`src/rtl/pss_pkg.sv`:
```
// ----------------------------------------------------------------------------
// pss_pkg: shared types and constants for the palette scanline scaler
// Field widths, command codes, result record and parameter defaults.
// ----------------------------------------------------------------------------
package pss_pkg;

  // Field widths of one input beat
  localparam int CMD_W   = 2;
  localparam int INDEX_W = 8;
  localparam int COLOR_W = 16;
  localparam int POS_W   = 16;
  localparam int CODE_W  = 8;

  // Field widths of one result beat
  localparam int RECT_X_W = 9;
  localparam int RECT_Y_W = 8;
  localparam int SIZE_W   = 7;

  // Scale register
  localparam int SCALE_W = 7;
  localparam logic [SCALE_W-1:0] MAX_SCALE = 7'd100;

  // Character codes from this one up select a palette colour
  localparam logic [CODE_W-1:0] FIRST_COLOR_CODE = 8'd33;

  // Colour of a palette entry that was never written or lies outside the table
  localparam logic [COLOR_W-1:0] BLANK_COLOR = 16'hFFFF;

  // Parameter defaults
  localparam int SCREEN_W_DEF    = 320;
  localparam int SCREEN_H_DEF    = 240;
  localparam int TABLE_DEPTH_DEF = 223;

  typedef enum logic [CMD_W-1:0] {
    CMD_PAL_WR  = 2'd0,
    CMD_SET_POS = 2'd1,
    CMD_CHAR    = 2'd2,
    CMD_EOL     = 2'd3
  } cmd_t;

  typedef struct packed {
    logic [RECT_X_W-1:0] rect_x;
    logic [RECT_Y_W-1:0] rect_y;
    logic [SIZE_W-1:0]   rect_width;
    logic [SIZE_W-1:0]   rect_height;
    logic [COLOR_W-1:0]  rect_color;
  } rect_t;

endpackage

```
`src/rtl/pss_if.sv`:
```
// ----------------------------------------------------------------------------
// pss channel interfaces
// Valid/ready channels for command beats in and rectangle beats out.
// ----------------------------------------------------------------------------
interface pss_item_if;
  logic                                valid;
  logic                                ready;
  logic        [pss_pkg::CMD_W-1:0]    cmd;
  logic        [pss_pkg::INDEX_W-1:0]  palette_index;
  logic        [pss_pkg::COLOR_W-1:0]  palette_color;
  logic signed [pss_pkg::POS_W-1:0]    pos_x;
  logic signed [pss_pkg::POS_W-1:0]    pos_y;
  logic        [pss_pkg::CODE_W-1:0]   char_code;

  modport source (
    output valid, cmd, palette_index, palette_color, pos_x, pos_y, char_code,
    input  ready
  );
  modport sink (
    input  valid, cmd, palette_index, palette_color, pos_x, pos_y, char_code,
    output ready
  );
endinterface

interface pss_rect_if;
  logic                            valid;
  logic                            ready;
  logic [pss_pkg::RECT_X_W-1:0]    rect_x;
  logic [pss_pkg::RECT_Y_W-1:0]    rect_y;
  logic [pss_pkg::SIZE_W-1:0]      rect_width;
  logic [pss_pkg::SIZE_W-1:0]      rect_height;
  logic [pss_pkg::COLOR_W-1:0]     rect_color;

  modport source (
    output valid, rect_x, rect_y, rect_width, rect_height, rect_color,
    input  ready
  );
  modport sink (
    input  valid, rect_x, rect_y, rect_width, rect_height, rect_color,
    output ready
  );
endinterface

```
`src/rtl/palette_scanline_scaler_unit.sv`:
```
// A rectangle is registered in the capture stage and then in the result buffer before it reaches the output.
// Throughput: one command beat per cycle while ready is high; a three-entry result buffer absorbs output stalls.
// Input ready drops only when buffered plus in-flight rectangles reach the buffer depth.
// Reset (synchronous, active high) sets scale to 1, position and cursor to zero, and
// clears the palette valid bits so every entry reads as white (0xFFFF) until written.
// ----------------------------------------------------------------------------
// palette_scanline_scaler_unit
// Expands palette-coded scanline characters into scaled, screen-clipped
// rectangles: one palette read and a few compares per character.
// ----------------------------------------------------------------------------
module palette_scanline_scaler_unit #(
  parameter int SCREEN_W    = pss_pkg::SCREEN_W_DEF,
  parameter int SCREEN_H    = pss_pkg::SCREEN_H_DEF,
  parameter int TABLE_DEPTH = pss_pkg::TABLE_DEPTH_DEF
) (
  input  logic                         clk,
  input  logic                         rst,
  input  logic                         cfg_we,
  input  logic [pss_pkg::SCALE_W-1:0]  cfg_data,
  pss_item_if.sink                     item,
  pss_rect_if.source                   rect
);

  localparam int IDX_W = (TABLE_DEPTH > 1) ? $clog2(TABLE_DEPTH) : 1;
  localparam int XW    = $clog2(SCREEN_W + 1);
  localparam int YW    = $clog2(SCREEN_H + 1);
  localparam int QD    = 3;

  localparam logic signed [17:0] W_X = 18'(SCREEN_W);
  localparam logic signed [16:0] H_Y = 17'(SCREEN_H);
  localparam logic        [8:0]  DEPTH_L = 9'(TABLE_DEPTH);
  localparam logic        [1:0]  Q_FULL  = 2'(QD);
  localparam logic        [1:0]  Q_LAST  = 2'(QD - 1);

  // Architectural state
  logic        [pss_pkg::SCALE_W-1:0] scale;
  logic signed [15:0]                 line_start_x, line_start_x_next;
  logic signed [15:0]                 row_y, row_y_next;
  logic signed [16:0]                 cursor_x, cursor_x_next;

  // Palette store and its valid bits
  logic [pss_pkg::COLOR_W-1:0] pal_mem [TABLE_DEPTH];
  logic [TABLE_DEPTH-1:0]      pal_valid;

  // Stage after acceptance
  logic                         p_valid;
  logic [XW-1:0]                p_x_lo, p_x_end;
  logic [YW-1:0]                p_y_lo, p_y_hi;
  logic                         p_hit;
  logic [pss_pkg::COLOR_W-1:0]  p_color;

  // Result buffer
  pss_pkg::rect_t  q_mem [QD];
  logic [1:0]      q_head, q_tail, q_count;
  pss_pkg::rect_t  q_in;

  logic            item_fire, rect_fire;
  pss_pkg::cmd_t   cmd;

  assign cmd       = pss_pkg::cmd_t'(item.cmd);
  assign item_fire = item.valid && item.ready;
  assign rect_fire = rect.valid && rect.ready;

  // Take a beat while buffer plus in-flight rectangles leave room
  assign item.ready = ({1'b0, q_count} + {2'b00, p_valid}) < 3'(QD);

  // Horizontal span of the character cell
  logic signed [7:0]  scale_s;
  logic signed [17:0] x_sum, x_end;
  logic signed [16:0] cx_lo;
  logic               x_on;

  assign scale_s = signed'({1'b0, scale});
  assign x_sum   = 18'(cursor_x) + 18'(scale_s);
  assign x_end   = (x_sum < W_X) ? x_sum : W_X;
  assign cx_lo   = cursor_x[16] ? 17'sd0 : cursor_x;
  assign x_on    = 18'(cursor_x) < W_X;

  // Vertical span of the character cell
  logic signed [16:0] y_sum, y_hi;
  logic signed [15:0] y_lo;

  assign y_sum = 17'(row_y) + 17'(scale_s);
  assign y_hi  = (y_sum < H_Y) ? y_sum : H_Y;
  assign y_lo  = row_y[15] ? 16'sd0 : row_y;

  logic is_color, cell_vis;

  assign is_color = item.char_code >= pss_pkg::FIRST_COLOR_CODE;
  assign cell_vis = (18'(cx_lo) < x_end) && (17'(y_lo) < y_hi);

  // Row advance at end of line: step by the scale, clamp to one past the bottom, and step by one once at or past it
  logic signed [16:0] eol_row;

  always_comb begin
    if (17'(row_y) >= H_Y) begin
      eol_row = 17'(row_y) + 17'sd1;
    end else if (y_sum > H_Y) begin
      eol_row = H_Y + 17'sd1;
    end else begin
      eol_row = y_sum;
    end
  end

  // Palette addressing
  logic [pss_pkg::CODE_W-1:0] entry;
  logic                       wr_ok, rd_ok;

  assign entry = item.char_code - pss_pkg::FIRST_COLOR_CODE;
  assign wr_ok = {1'b0, item.palette_index} < DEPTH_L;
  assign rd_ok = is_color && ({1'b0, entry} < DEPTH_L);

  // Next state of position registers and whether a rectangle is due
  logic rect_due;

  always_comb begin
    line_start_x_next = line_start_x;
    row_y_next        = row_y;
    cursor_x_next     = cursor_x;
    rect_due          = 1'b0;
    if (item_fire) begin
      unique case (cmd)
        pss_pkg::CMD_PAL_WR: begin
          rect_due = 1'b0;
        end
        pss_pkg::CMD_SET_POS: begin
          line_start_x_next = item.pos_x;
          cursor_x_next     = 17'(item.pos_x);
          row_y_next        = item.pos_y;
        end
        pss_pkg::CMD_CHAR: begin
          if (!is_color) begin
            cursor_x_next = 17'(x_end);
          end else if (x_on) begin
            cursor_x_next = 17'(x_end);
            rect_due      = cell_vis;
          end
        end
        pss_pkg::CMD_EOL: begin
          cursor_x_next = 17'(line_start_x);
          row_y_next    = 16'(eol_row);
        end
        default: begin
          rect_due = 1'b0;
        end
      endcase
    end
  end

  // Hold control state and scale
  always_ff @(posedge clk) begin
    if (rst) begin
      scale        <= pss_pkg::SCALE_W'(1);
      line_start_x <= '0;
      row_y        <= '0;
      cursor_x     <= '0;
      pal_valid    <= '0;
      p_valid      <= 1'b0;
    end else begin
      if (cfg_we && cfg_data != '0 && cfg_data <= pss_pkg::MAX_SCALE) begin
        scale <= cfg_data;
      end
      line_start_x <= line_start_x_next;
      row_y        <= row_y_next;
      cursor_x     <= cursor_x_next;
      if (item_fire && cmd == pss_pkg::CMD_PAL_WR && wr_ok) begin
        pal_valid[item.palette_index[IDX_W-1:0]] <= 1'b1;
      end
      p_valid <= rect_due;
    end
  end

  // Palette memory: write on a palette beat, registered read on every beat
  always_ff @(posedge clk) begin
    if (item_fire && cmd == pss_pkg::CMD_PAL_WR && wr_ok) begin
      pal_mem[item.palette_index[IDX_W-1:0]] <= item.palette_color;
    end
    if (item_fire) begin
      p_color <= pal_mem[entry[IDX_W-1:0]];
    end
  end

  // Capture clipped bounds and palette hit
  always_ff @(posedge clk) begin
    if (item_fire) begin
      p_x_lo  <= XW'(cx_lo);
      p_x_end <= XW'(x_end);
      p_y_lo  <= YW'(y_lo);
      p_y_hi  <= YW'(y_hi);
      p_hit   <= rd_ok && pal_valid[entry[IDX_W-1:0]];
    end
  end

  // Form the result beat
  always_comb begin
    q_in.rect_x      = pss_pkg::RECT_X_W'(p_x_lo);
    q_in.rect_y      = pss_pkg::RECT_Y_W'(p_y_lo);
    q_in.rect_width  = pss_pkg::SIZE_W'(p_x_end - p_x_lo);
    q_in.rect_height = pss_pkg::SIZE_W'(p_y_hi - p_y_lo);
    q_in.rect_color  = p_hit ? p_color : pss_pkg::BLANK_COLOR;
  end

  // Result buffer payload
  always_ff @(posedge clk) begin
    if (p_valid) begin
      q_mem[q_tail] <= q_in;
    end
  end

  // Advance buffer pointers
  always_ff @(posedge clk) begin
    if (rst) begin
      q_head  <= '0;
      q_tail  <= '0;
      q_count <= '0;
    end else begin
      if (p_valid) begin
        q_tail <= (q_tail == Q_LAST) ? 2'd0 : q_tail + 2'd1;
      end
      if (rect_fire) begin
        q_head <= (q_head == Q_LAST) ? 2'd0 : q_head + 2'd1;
      end
      if (p_valid && !rect_fire) begin
        q_count <= q_count + 2'd1;
      end else if (!p_valid && rect_fire) begin
        q_count <= q_count - 2'd1;
      end
    end
  end

  assign rect.valid       = q_count != '0;
  assign rect.rect_x      = q_mem[q_head].rect_x;
  assign rect.rect_y      = q_mem[q_head].rect_y;
  assign rect.rect_width  = q_mem[q_head].rect_width;
  assign rect.rect_height = q_mem[q_head].rect_height;
  assign rect.rect_color  = q_mem[q_head].rect_color;

  // Buffer never takes a beat while full unless one leaves in the same cycle
  a_no_overflow: assert property (@(posedge clk) disable iff (rst)
    !(p_valid && q_count == Q_FULL && !rect_fire))
    else $error("result buffer overflow");

  // Scale stays within its legal range
  a_scale_range: assert property (@(posedge clk) disable iff (rst)
    scale != '0 && scale <= pss_pkg::MAX_SCALE)
    else $error("scale out of range");

  // Only a character beat can start a rectangle
  a_char_only: assert property (@(posedge clk) disable iff (rst)
    item_fire && cmd != pss_pkg::CMD_CHAR |=> !p_valid)
    else $error("rectangle from non-character beat");

  // Emitted rectangle is non-empty and no larger than the scale
  a_rect_size: assert property (@(posedge clk) disable iff (rst)
    rect.valid |-> rect.rect_width != '0 && rect.rect_height != '0 &&
                   rect.rect_width <= scale && rect.rect_height <= scale)
    else $error("rectangle size out of bounds");

endmodule
```
`src/flat_wrapper.sv`:
```
// flat-port wrapper written by rule: the top's interface ports become plain ports
module palette_scanline_scaler_unit_flat 
#(
  parameter int SCREEN_W    = pss_pkg::SCREEN_W_DEF,
  parameter int SCREEN_H    = pss_pkg::SCREEN_H_DEF,
  parameter int TABLE_DEPTH = pss_pkg::TABLE_DEPTH_DEF
)
  (clk, rst, cfg_we, cfg_data, item_valid, item_cmd, item_palette_index, item_palette_color, item_pos_x, item_pos_y, item_char_code, item_ready, rect_valid, rect_rect_x, rect_rect_y, rect_rect_width, rect_rect_height, rect_rect_color, rect_ready);
  pss_item_if item_i ();
  pss_rect_if rect_i ();
  input  logic clk;
  input  logic rst;
  input  logic cfg_we;
  input  logic [pss_pkg::SCALE_W-1:0] cfg_data;
  input wire logic [$bits(item_i.valid)-1:0] item_valid;
  input wire logic [$bits(item_i.cmd)-1:0] item_cmd;
  input wire logic [$bits(item_i.palette_index)-1:0] item_palette_index;
  input wire logic [$bits(item_i.palette_color)-1:0] item_palette_color;
  input wire logic [$bits(item_i.pos_x)-1:0] item_pos_x;
  input wire logic [$bits(item_i.pos_y)-1:0] item_pos_y;
  input wire logic [$bits(item_i.char_code)-1:0] item_char_code;
  output wire logic [$bits(item_i.ready)-1:0] item_ready;
  output wire logic [$bits(rect_i.valid)-1:0] rect_valid;
  output wire logic [$bits(rect_i.rect_x)-1:0] rect_rect_x;
  output wire logic [$bits(rect_i.rect_y)-1:0] rect_rect_y;
  output wire logic [$bits(rect_i.rect_width)-1:0] rect_rect_width;
  output wire logic [$bits(rect_i.rect_height)-1:0] rect_rect_height;
  output wire logic [$bits(rect_i.rect_color)-1:0] rect_rect_color;
  input wire logic [$bits(rect_i.ready)-1:0] rect_ready;
  assign item_i.valid = item_valid;
  assign item_i.cmd = item_cmd;
  assign item_i.palette_index = item_palette_index;
  assign item_i.palette_color = item_palette_color;
  assign item_i.pos_x = item_pos_x;
  assign item_i.pos_y = item_pos_y;
  assign item_i.char_code = item_char_code;
  assign item_ready = item_i.ready;
  assign rect_valid = rect_i.valid;
  assign rect_rect_x = rect_i.rect_x;
  assign rect_rect_y = rect_i.rect_y;
  assign rect_rect_width = rect_i.rect_width;
  assign rect_rect_height = rect_i.rect_height;
  assign rect_rect_color = rect_i.rect_color;
  assign rect_i.ready = rect_ready;
  palette_scanline_scaler_unit #(.SCREEN_W(SCREEN_W), .SCREEN_H(SCREEN_H), .TABLE_DEPTH(TABLE_DEPTH)) u_core (.clk(clk), .rst(rst), .cfg_we(cfg_we), .cfg_data(cfg_data), .item(item_i), .rect(rect_i));
endmodule
```
`config.mk`:
```
export PLATFORM = sky130hd
export DESIGN_NAME = palette_scanline_scaler_unit_flat
export DESIGN_NICKNAME = d
export VERILOG_FILES = /design/src/rtl/pss_pkg.sv /design/src/rtl/pss_if.sv /design/src/rtl/palette_scanline_scaler_unit.sv /design/src/flat_wrapper.sv
export SDC_FILE = /design/constraint.sdc
export NUM_CORES = 2
export LEC_CHECK = 0
export BUFFER_PORTS_ARGS = -buffer_cell sky130_fd_sc_hd__buf_2
export CORE_MARGIN = 1.5
export CORE_UTILIZATION = 51
export DETAILED_ROUTE_END_ITERATION = 8
export PLACE_DENSITY_LB_ADDON = 0.2
export SLEW_MARGIN = 20
export SYNTH_ARGS = -nofsm -noshare
export SYNTH_HDL_FRONTEND = slang
export SYNTH_SLANG_ARGS = --single-unit
```
`constraint.sdc`:
```
create_clock -name clk -period 6.95 [get_ports clk]
set_input_delay 1.7375 -clock clk [delete_from_list [all_inputs] [get_ports clk]]
set_output_delay 1.7375 -clock clk [all_outputs]
set_load 0.02 [all_outputs]
```
### Yosys cells after proc, flatten, opt, wreduce, memory -nomap -nowiden

Memory sizes are Yosys's and may differ from the RTL's. A register that Yosys moved wholly into a read port is not among the register bits.
Cells that the tools add are included.

| storage, ports and cells | value |
|---|---|
| word-level logic and storage cells | 102 |
| register bits | 318 |
| bits of input ports | 78 |
| output and inout port bits | 49 |
| memories | 2 |
| bits in writable memories | 3709 |

Memories:

| memory | words | width | rd ports | clocked after memory_dff | write ports | RTL line | RTL |
|---|---|---|---|---|---|---|---|
| u_core.pal_mem | 223 | 16 | 1 | 1 | 1 | palette_scanline_scaler_unit.sv:42 | `logic [pss_pkg::COLOR_W-1:0] pal_mem [TABLE_DEPTH];` |
| u_core.q_mem | 3 | 47 | 1 | 1 | 1 | palette_scanline_scaler_unit.sv:53 | `pss_pkg::rect_t q_mem [QD];` |

| cells by class | value |
|---|---|
| bitwise gates (word level) | 5 |
| reductions and logical operators | 24 |
| add/subtract/negate cells | 11 |
| equality and inequality tests | 6 |
| $lt $le $gt $ge | 15 |
| multiplexer cells | 25 |

Operators with widths:

| cell | count |
|---|---|
| $or A223 B223 Y223 | 1 |
| $mux W16 | 4 |
| $mux W17 | 3 |
| $pmux W17 S3 | 1 |
| $pmux W16 S2 | 1 |
| $add A17 B8 Y18 | 1 |
| $lt A17 B18 Y1 | 1 |
| $lt A18 B10 Y1 const B | 1 |
| $lt A8 B9 Y1 const B | 2 |
| $mux W18 | 1 |
| $add A16 B8 Y17 | 1 |
| $gt A17 B9 Y1 const B | 1 |
| $lt A16 B17 Y1 | 1 |
| $lt A17 B10 Y1 const B | 1 |
| $lt A17 B9 Y1 const B | 1 |
| $add A16 B2 Y16 const B | 1 |
| $ge A16 B9 Y1 const B | 1 |
| $lt A8 B8 Y1 const B | 2 |
| $mux W15 | 1 |
| $sub A7 B7 Y7 | 2 |
| $logic_and A1 B1 Y1 | 12 |
| $mux W2 | 6 |
| $bmux W1 S8 | 1 |
| $demux W1 S8 | 1 |
| other kinds (21) | 38 |

### Depth between registers and ports, before layout

| depth | value |
|---|---|
| depth in word-level cells | 7 |
| depth in mapped cells | 23 |
| gate-level depth less buffers | 21 |

### Least setup slack after synthesis

Ideal clock, no wire load.

| timing | value |
|---|---|
| path type | input-to-reg |
| start point | input port item_valid |
| end point | memory u_core.pal_mem[117][0] (netlist name) (enable) |
| cell stages on the path | 7 |
| buffers on the path | 2 |
| required time | 6.560 ns |
| data arrival time | 5.145 ns |
| library setup time | 0.390 ns |
| setup slack | 1.415 ns |
| cells stage by stage | and2_1 > clkbuf_1 > nand3_1 > nor3b_1 > nand3_1 > clkbuf_1 > nor2_1 |

| on the way | value |
|---|---|
| word-level cells in the longest chain between the ends | 5 |

RTL lines:

| element | RTL line | RTL |
|---|---|---|
| start: declaration | flat_wrapper.sv:15 | `input wire logic [$bits(item_i.valid)-1:0] item_valid;` |
| $logic_and A1 B1 Y1 | palette_scanline_scaler_unit.sv:61 | `assign item_fire = item.valid && item.ready;` |
| via u_core.item_fire | palette_scanline_scaler_unit.sv:57 | `logic item_fire, rect_fire;` |
| $logic_and A1 B1 Y1 (2 in a row) | palette_scanline_scaler_unit.sv:175 | `if (item_fire && cmd == pss_pkg::CMD_PAL_WR && wr_ok) begin` |
| $mux W1 | palette_scanline_scaler_unit.sv:175 |  |
| $mux W1 (not written as such) | palette_scanline_scaler_unit.sv:176 | `pal_mem[item.palette_index[IDX_W-1:0]] <= item.palette_color;` |
| end: declaration | palette_scanline_scaler_unit.sv:42 |  |

The timed path passes the listed nets, and every way through them passes these cells.

### Worst setup path in the final report

| timing | value |
|---|---|
| start point | input port item_char_code[0] |
| end point | register u_core.p_color[11] (netlist name) (read register of u_core.pal_mem) (data pin) |

| on the way | value |
|---|---|
| word-level cells in the longest chain between the ends | 1 |

RTL lines:

| element | RTL line | RTL |
|---|---|---|
| start: declaration | flat_wrapper.sv:21 | `input wire logic [$bits(item_i.char_code)-1:0] item_char_code;` |
| $sub A8 B6 Y8 | palette_scanline_scaler_unit.sv:109 | `assign entry = item.char_code - pss_pkg::FIRST_COLOR_CODE;` |
| end: declaration | palette_scanline_scaler_unit.sv:50 | `logic [pss_pkg::COLOR_W-1:0] p_color;` |

No other way between the ends.
A chain may end at the register's enable or synchronous reset.

==> qor.yml <==
status: "finished, final reports clean"
p_seq_share_pct: 50.4
clock_latency_ns: 0.96
max-slew-margin-rel_pct: 19.6
tightest_slew_ns: 1.20
p_clk_share_pct: 41.7
first_pass_iters: 5
layout-drive-gt1-share_pct: 24.1
grt_pass1_vias: 83613
ir_worst_vdd_v: 0.000260
gp_congestion: 0.867
drv_slew: 0
yosysMostFrequentCell: "edfxtp_1"
die_w_um: 561
leakage_nw: 58.2
tritoncts: "yes"
cp-end-kind: "flop"
yosys_register_bits: 4045
reg2reg_from: "u_core.scale[0]"
clk_pin_slew_ns: 0.07
setup_viol: 0
io_pins: 127
p_comb_share_pct: 7.9
nNetsFinal: 9199
worstPathArrival_ns: 6.45
vias_per_cell: 6.24
io_buffers: 126
synth_warnings: 0
vias: 84501
criticalPathCategory: "in -> reg"
antenna_found_initial: 29
internal_power_w: 0.0410
htreeDepth: 5
start_kind: "primary input"
drv_cap: 0
postLayoutCoreUtil_pct: 58.3
synth_ff_type: "edfxtp_1"
grt_pass1_wl_mm: 600
synth_fp_nets: 8702
postRouteAntennaNets: 0
clockRootBuffer: "clkbuf_16"
cts_hold_buf: 0
post_cts_buffers: 0
cts_buffer_depth: 4
synth_area_sq_mm: 0.159
p_sw_share_pct: 23.0
p_sw_w: 0.0122
synthTopCellsByCount: "edfxtp_1 (3757), mux4_2 (970), nand2_1 (869)"
ctsResizeCount: 0
grt_max_degree: 168
async_flop_share_pct: 0
powerDensity_mw_per_mm2: 295
drtIter0Drc: 10870
period_minus_slack_ns: 5.78
worst_ep_required_time_ns: 7.61
tns_ns: 0
min_path_type: "reg -> reg"
die_h_um: 561
synth_top_area_share_pct: 71.1
crit_path_max_fanout: 40
routedWlPerCell_um: 30.9
synth_area_per_cell_sq_um: 18.5
ys_seq_area_share_pct: 74.7
numCtsBuffers: 406
grt_overflow: 0
drt_wl_total_mm: 418
hp-start: "u_core.line_start_x[10]"
r2r_setup_slack_ns: 1.21
die-area_sq_mm: 0.315
synthCells: 8555
hold_path_depth: 2
hold_viol_final: 0
rr_endpoint: "u_core.p_valid"
yosysTopAreaCell: "edfxtp_1"
clock_skew_ns: 0.0593
track_usage_pct: 26.4
hold_end: "u_core.line_start_x[10]"
rsz0062_at_grt: "false"
dp_hpwl_mm: 249
drc_errors: 0
hold_slack_ns: 0.453
syn2layout_area_growth_pct: 13.6
start_util_pct: 51.3
cts_sinks: 4045
rows: 204
r2r_cells: 21
core-area_sq_mm: 0.309
max_freq_mhz: 173
yosysUniqueCellTypes: 81
period_share_pct: 83.2
fillers: 22545
power.total_w: 0.0532
synth_edf_count: 3757
synth_area_leaders: "edfxtp_1 (71%), mux4_2 (14%), dfxtp_1 (3.6%)"
layer usage:
layer | GRT usage [%] | wire length, um | vias to the layer above
met3 | 3.72 | 34600 | 702
met2 | 42.6 | 202000 | 4157
met5 | 0 | 47 | -
li1 | - | - | 35111
met4 | 9.03 | 15000 | 6
met1 | 37.4 | 166000 | 44525
layout by cell type (no fill, tap or decap), types with 16 or more instances in the layout:
| master | count |
|---|---|
| a211oi_1 | 144 |
| edfxtp_1 | 3757 |
| buf_4 | 419 |
| nand3_1 | 37 |
| nor2b_1 | 35 |
| clkbuf_1 | 99 |
| buf_2 | 108 |
| clkinv_2 | 69 |
| mux2i_1 | 77 |
| a311oi_1 | 17 |
| inv_1 | 57 |
| xnor2_1 | 33 |
| o211ai_1 | 47 |
| nor2_2 | 31 |
| o21ba_2 | 19 |
| clkbuf_16 | 412 |
| clkbuf_8 | 41 |
| bufinv_16 | 40 |
| nor3_1 | 24 |
| dfxtp_1 | 286 |
| nand2b_1 | 29 |
| nor2_1 | 704 |
| clkinvlp_4 | 16 |
| a221oi_1 | 36 |
| xor2_1 | 22 |
| a31oi_1 | 88 |
| and2_1 | 99 |
| o221ai_1 | 25 |
| o22ai_1 | 34 |
| nand2_1 | 860 |
| a21oi_1 | 278 |
| mux4_2 | 970 |
| buf_12 | 44 |
| o21ai_0 | 97 |
| clkinv_1 | 61 |
| ha_1 | 64 |
power groups by stage:
| stage | Combinational [W] | Clock, W | Sequential [W] |
|---|---|---|---|
| 2_1_floorplan | 0.00234 | 0 | 0.0272 |
| 3_3_place_gp | 0.00416 | 0 | 0.0273 |
| 3_5_place_dp | 0.00421 | 0 | 0.0273 |
| 4_1_cts | 0.00422 | 0.0224 | 0.0268 |
| 5_1_grt | 0.00443 | 0.0234 | 0.0268 |
| 6_report | 0.00420 | 0.0222 | 0.0268 |
critical path, cell delays in order:
cell,delay [ns]
buf_12,0.34
inv_1,0.21
ha_4,0.75
buf_12,0.32
buf_4,0.46
mux4_2,0.36
and2_1,0.17
a211oi_1,0.58
a31oi_1,0.17
a221oi_1,0.74
buf_4,0.29
o221ai_1,0.14
worst max path at each step:
stage	endpoint	slack (ns)	from	cells past startpoint
CTS	u_core.p_valid	1.24	u_core.scale[0]	21
floorplan	u_core.pal_mem[117][0]	1.41	item_valid	7
global placement	u_core.p_color[14]	0.39	item_char_code[0]	13
finish	u_core.p_color[11]	1.17	item_char_code[0]	12
global route	u_core.p_valid	0.93	u_core.scale[0]	21
detailed placement	u_core.p_color[14]	0.35	item_char_code[0]	13
final cells by class:
type / instances / area [sq um] / area share [%]
Multi-Input combinational cell: 3953 / 37900 / 21.0
Sequential cell: 4045 / 119000 / 65.8
Antenna cell: 11 / 27.5 / 0.0153
Timing Repair Buffer: 588 / 4820 / 2.67
Inverter: 58 / 218 / 0.121
Tap cell: 4120 / 5150 / 2.86
Clock inverter: 216 / 2480 / 1.37
Clock buffer: 547 / 11200 / 6.20
state kept, by name (all words and copies together) (netlist names), named ones only:
signal               cells
u_core.p_x_lo            9
u_core.p_y_hi            7
u_core.p_color          16
u_core.q_head            2
u_core.line_start_x     16
u_core.row_y            16
u_core.p_hit             1
u_core.q_tail            2
u_core.pal_mem        3568
u_core.q_count           2
u_core.scale             7
u_core.p_valid           1
u_core.q_mem           141
u_core.pal_valid       223
u_core.p_y_lo            8
u_core.p_x_end           7
u_core.cursor_x         17
per-stage QoR:
step | cell area, sq um | setup slack [ns] | instances
global placement | 167000 | 0.390 | 12764
floorplan | 159000 | 1.41 | 8555
CTS | 180000 | 1.24 | 13527
global route | 180000 | 0.932 | 13533
detailed placement | 167000 | 0.345 | 12764
finish | 180000 | 1.17 | 13538
cell families (layout without fill, tap and decap cells):
kind of cell    count (synthesis)  after routing  synth area share (%)
simple gates                 1909           1909                  4.97
compound gates                868            868                  3.57
flops                        4045           4045                  74.7
buf+inv                       557           1409                  1.59
fa+ha+maj                      69             69                 0.563
xor+xnor                       60             60                 0.331
other cells                     0             11                     0
mux                          1047           1047                  14.3
No activity file was read; power rests on OpenSTA's default activity.
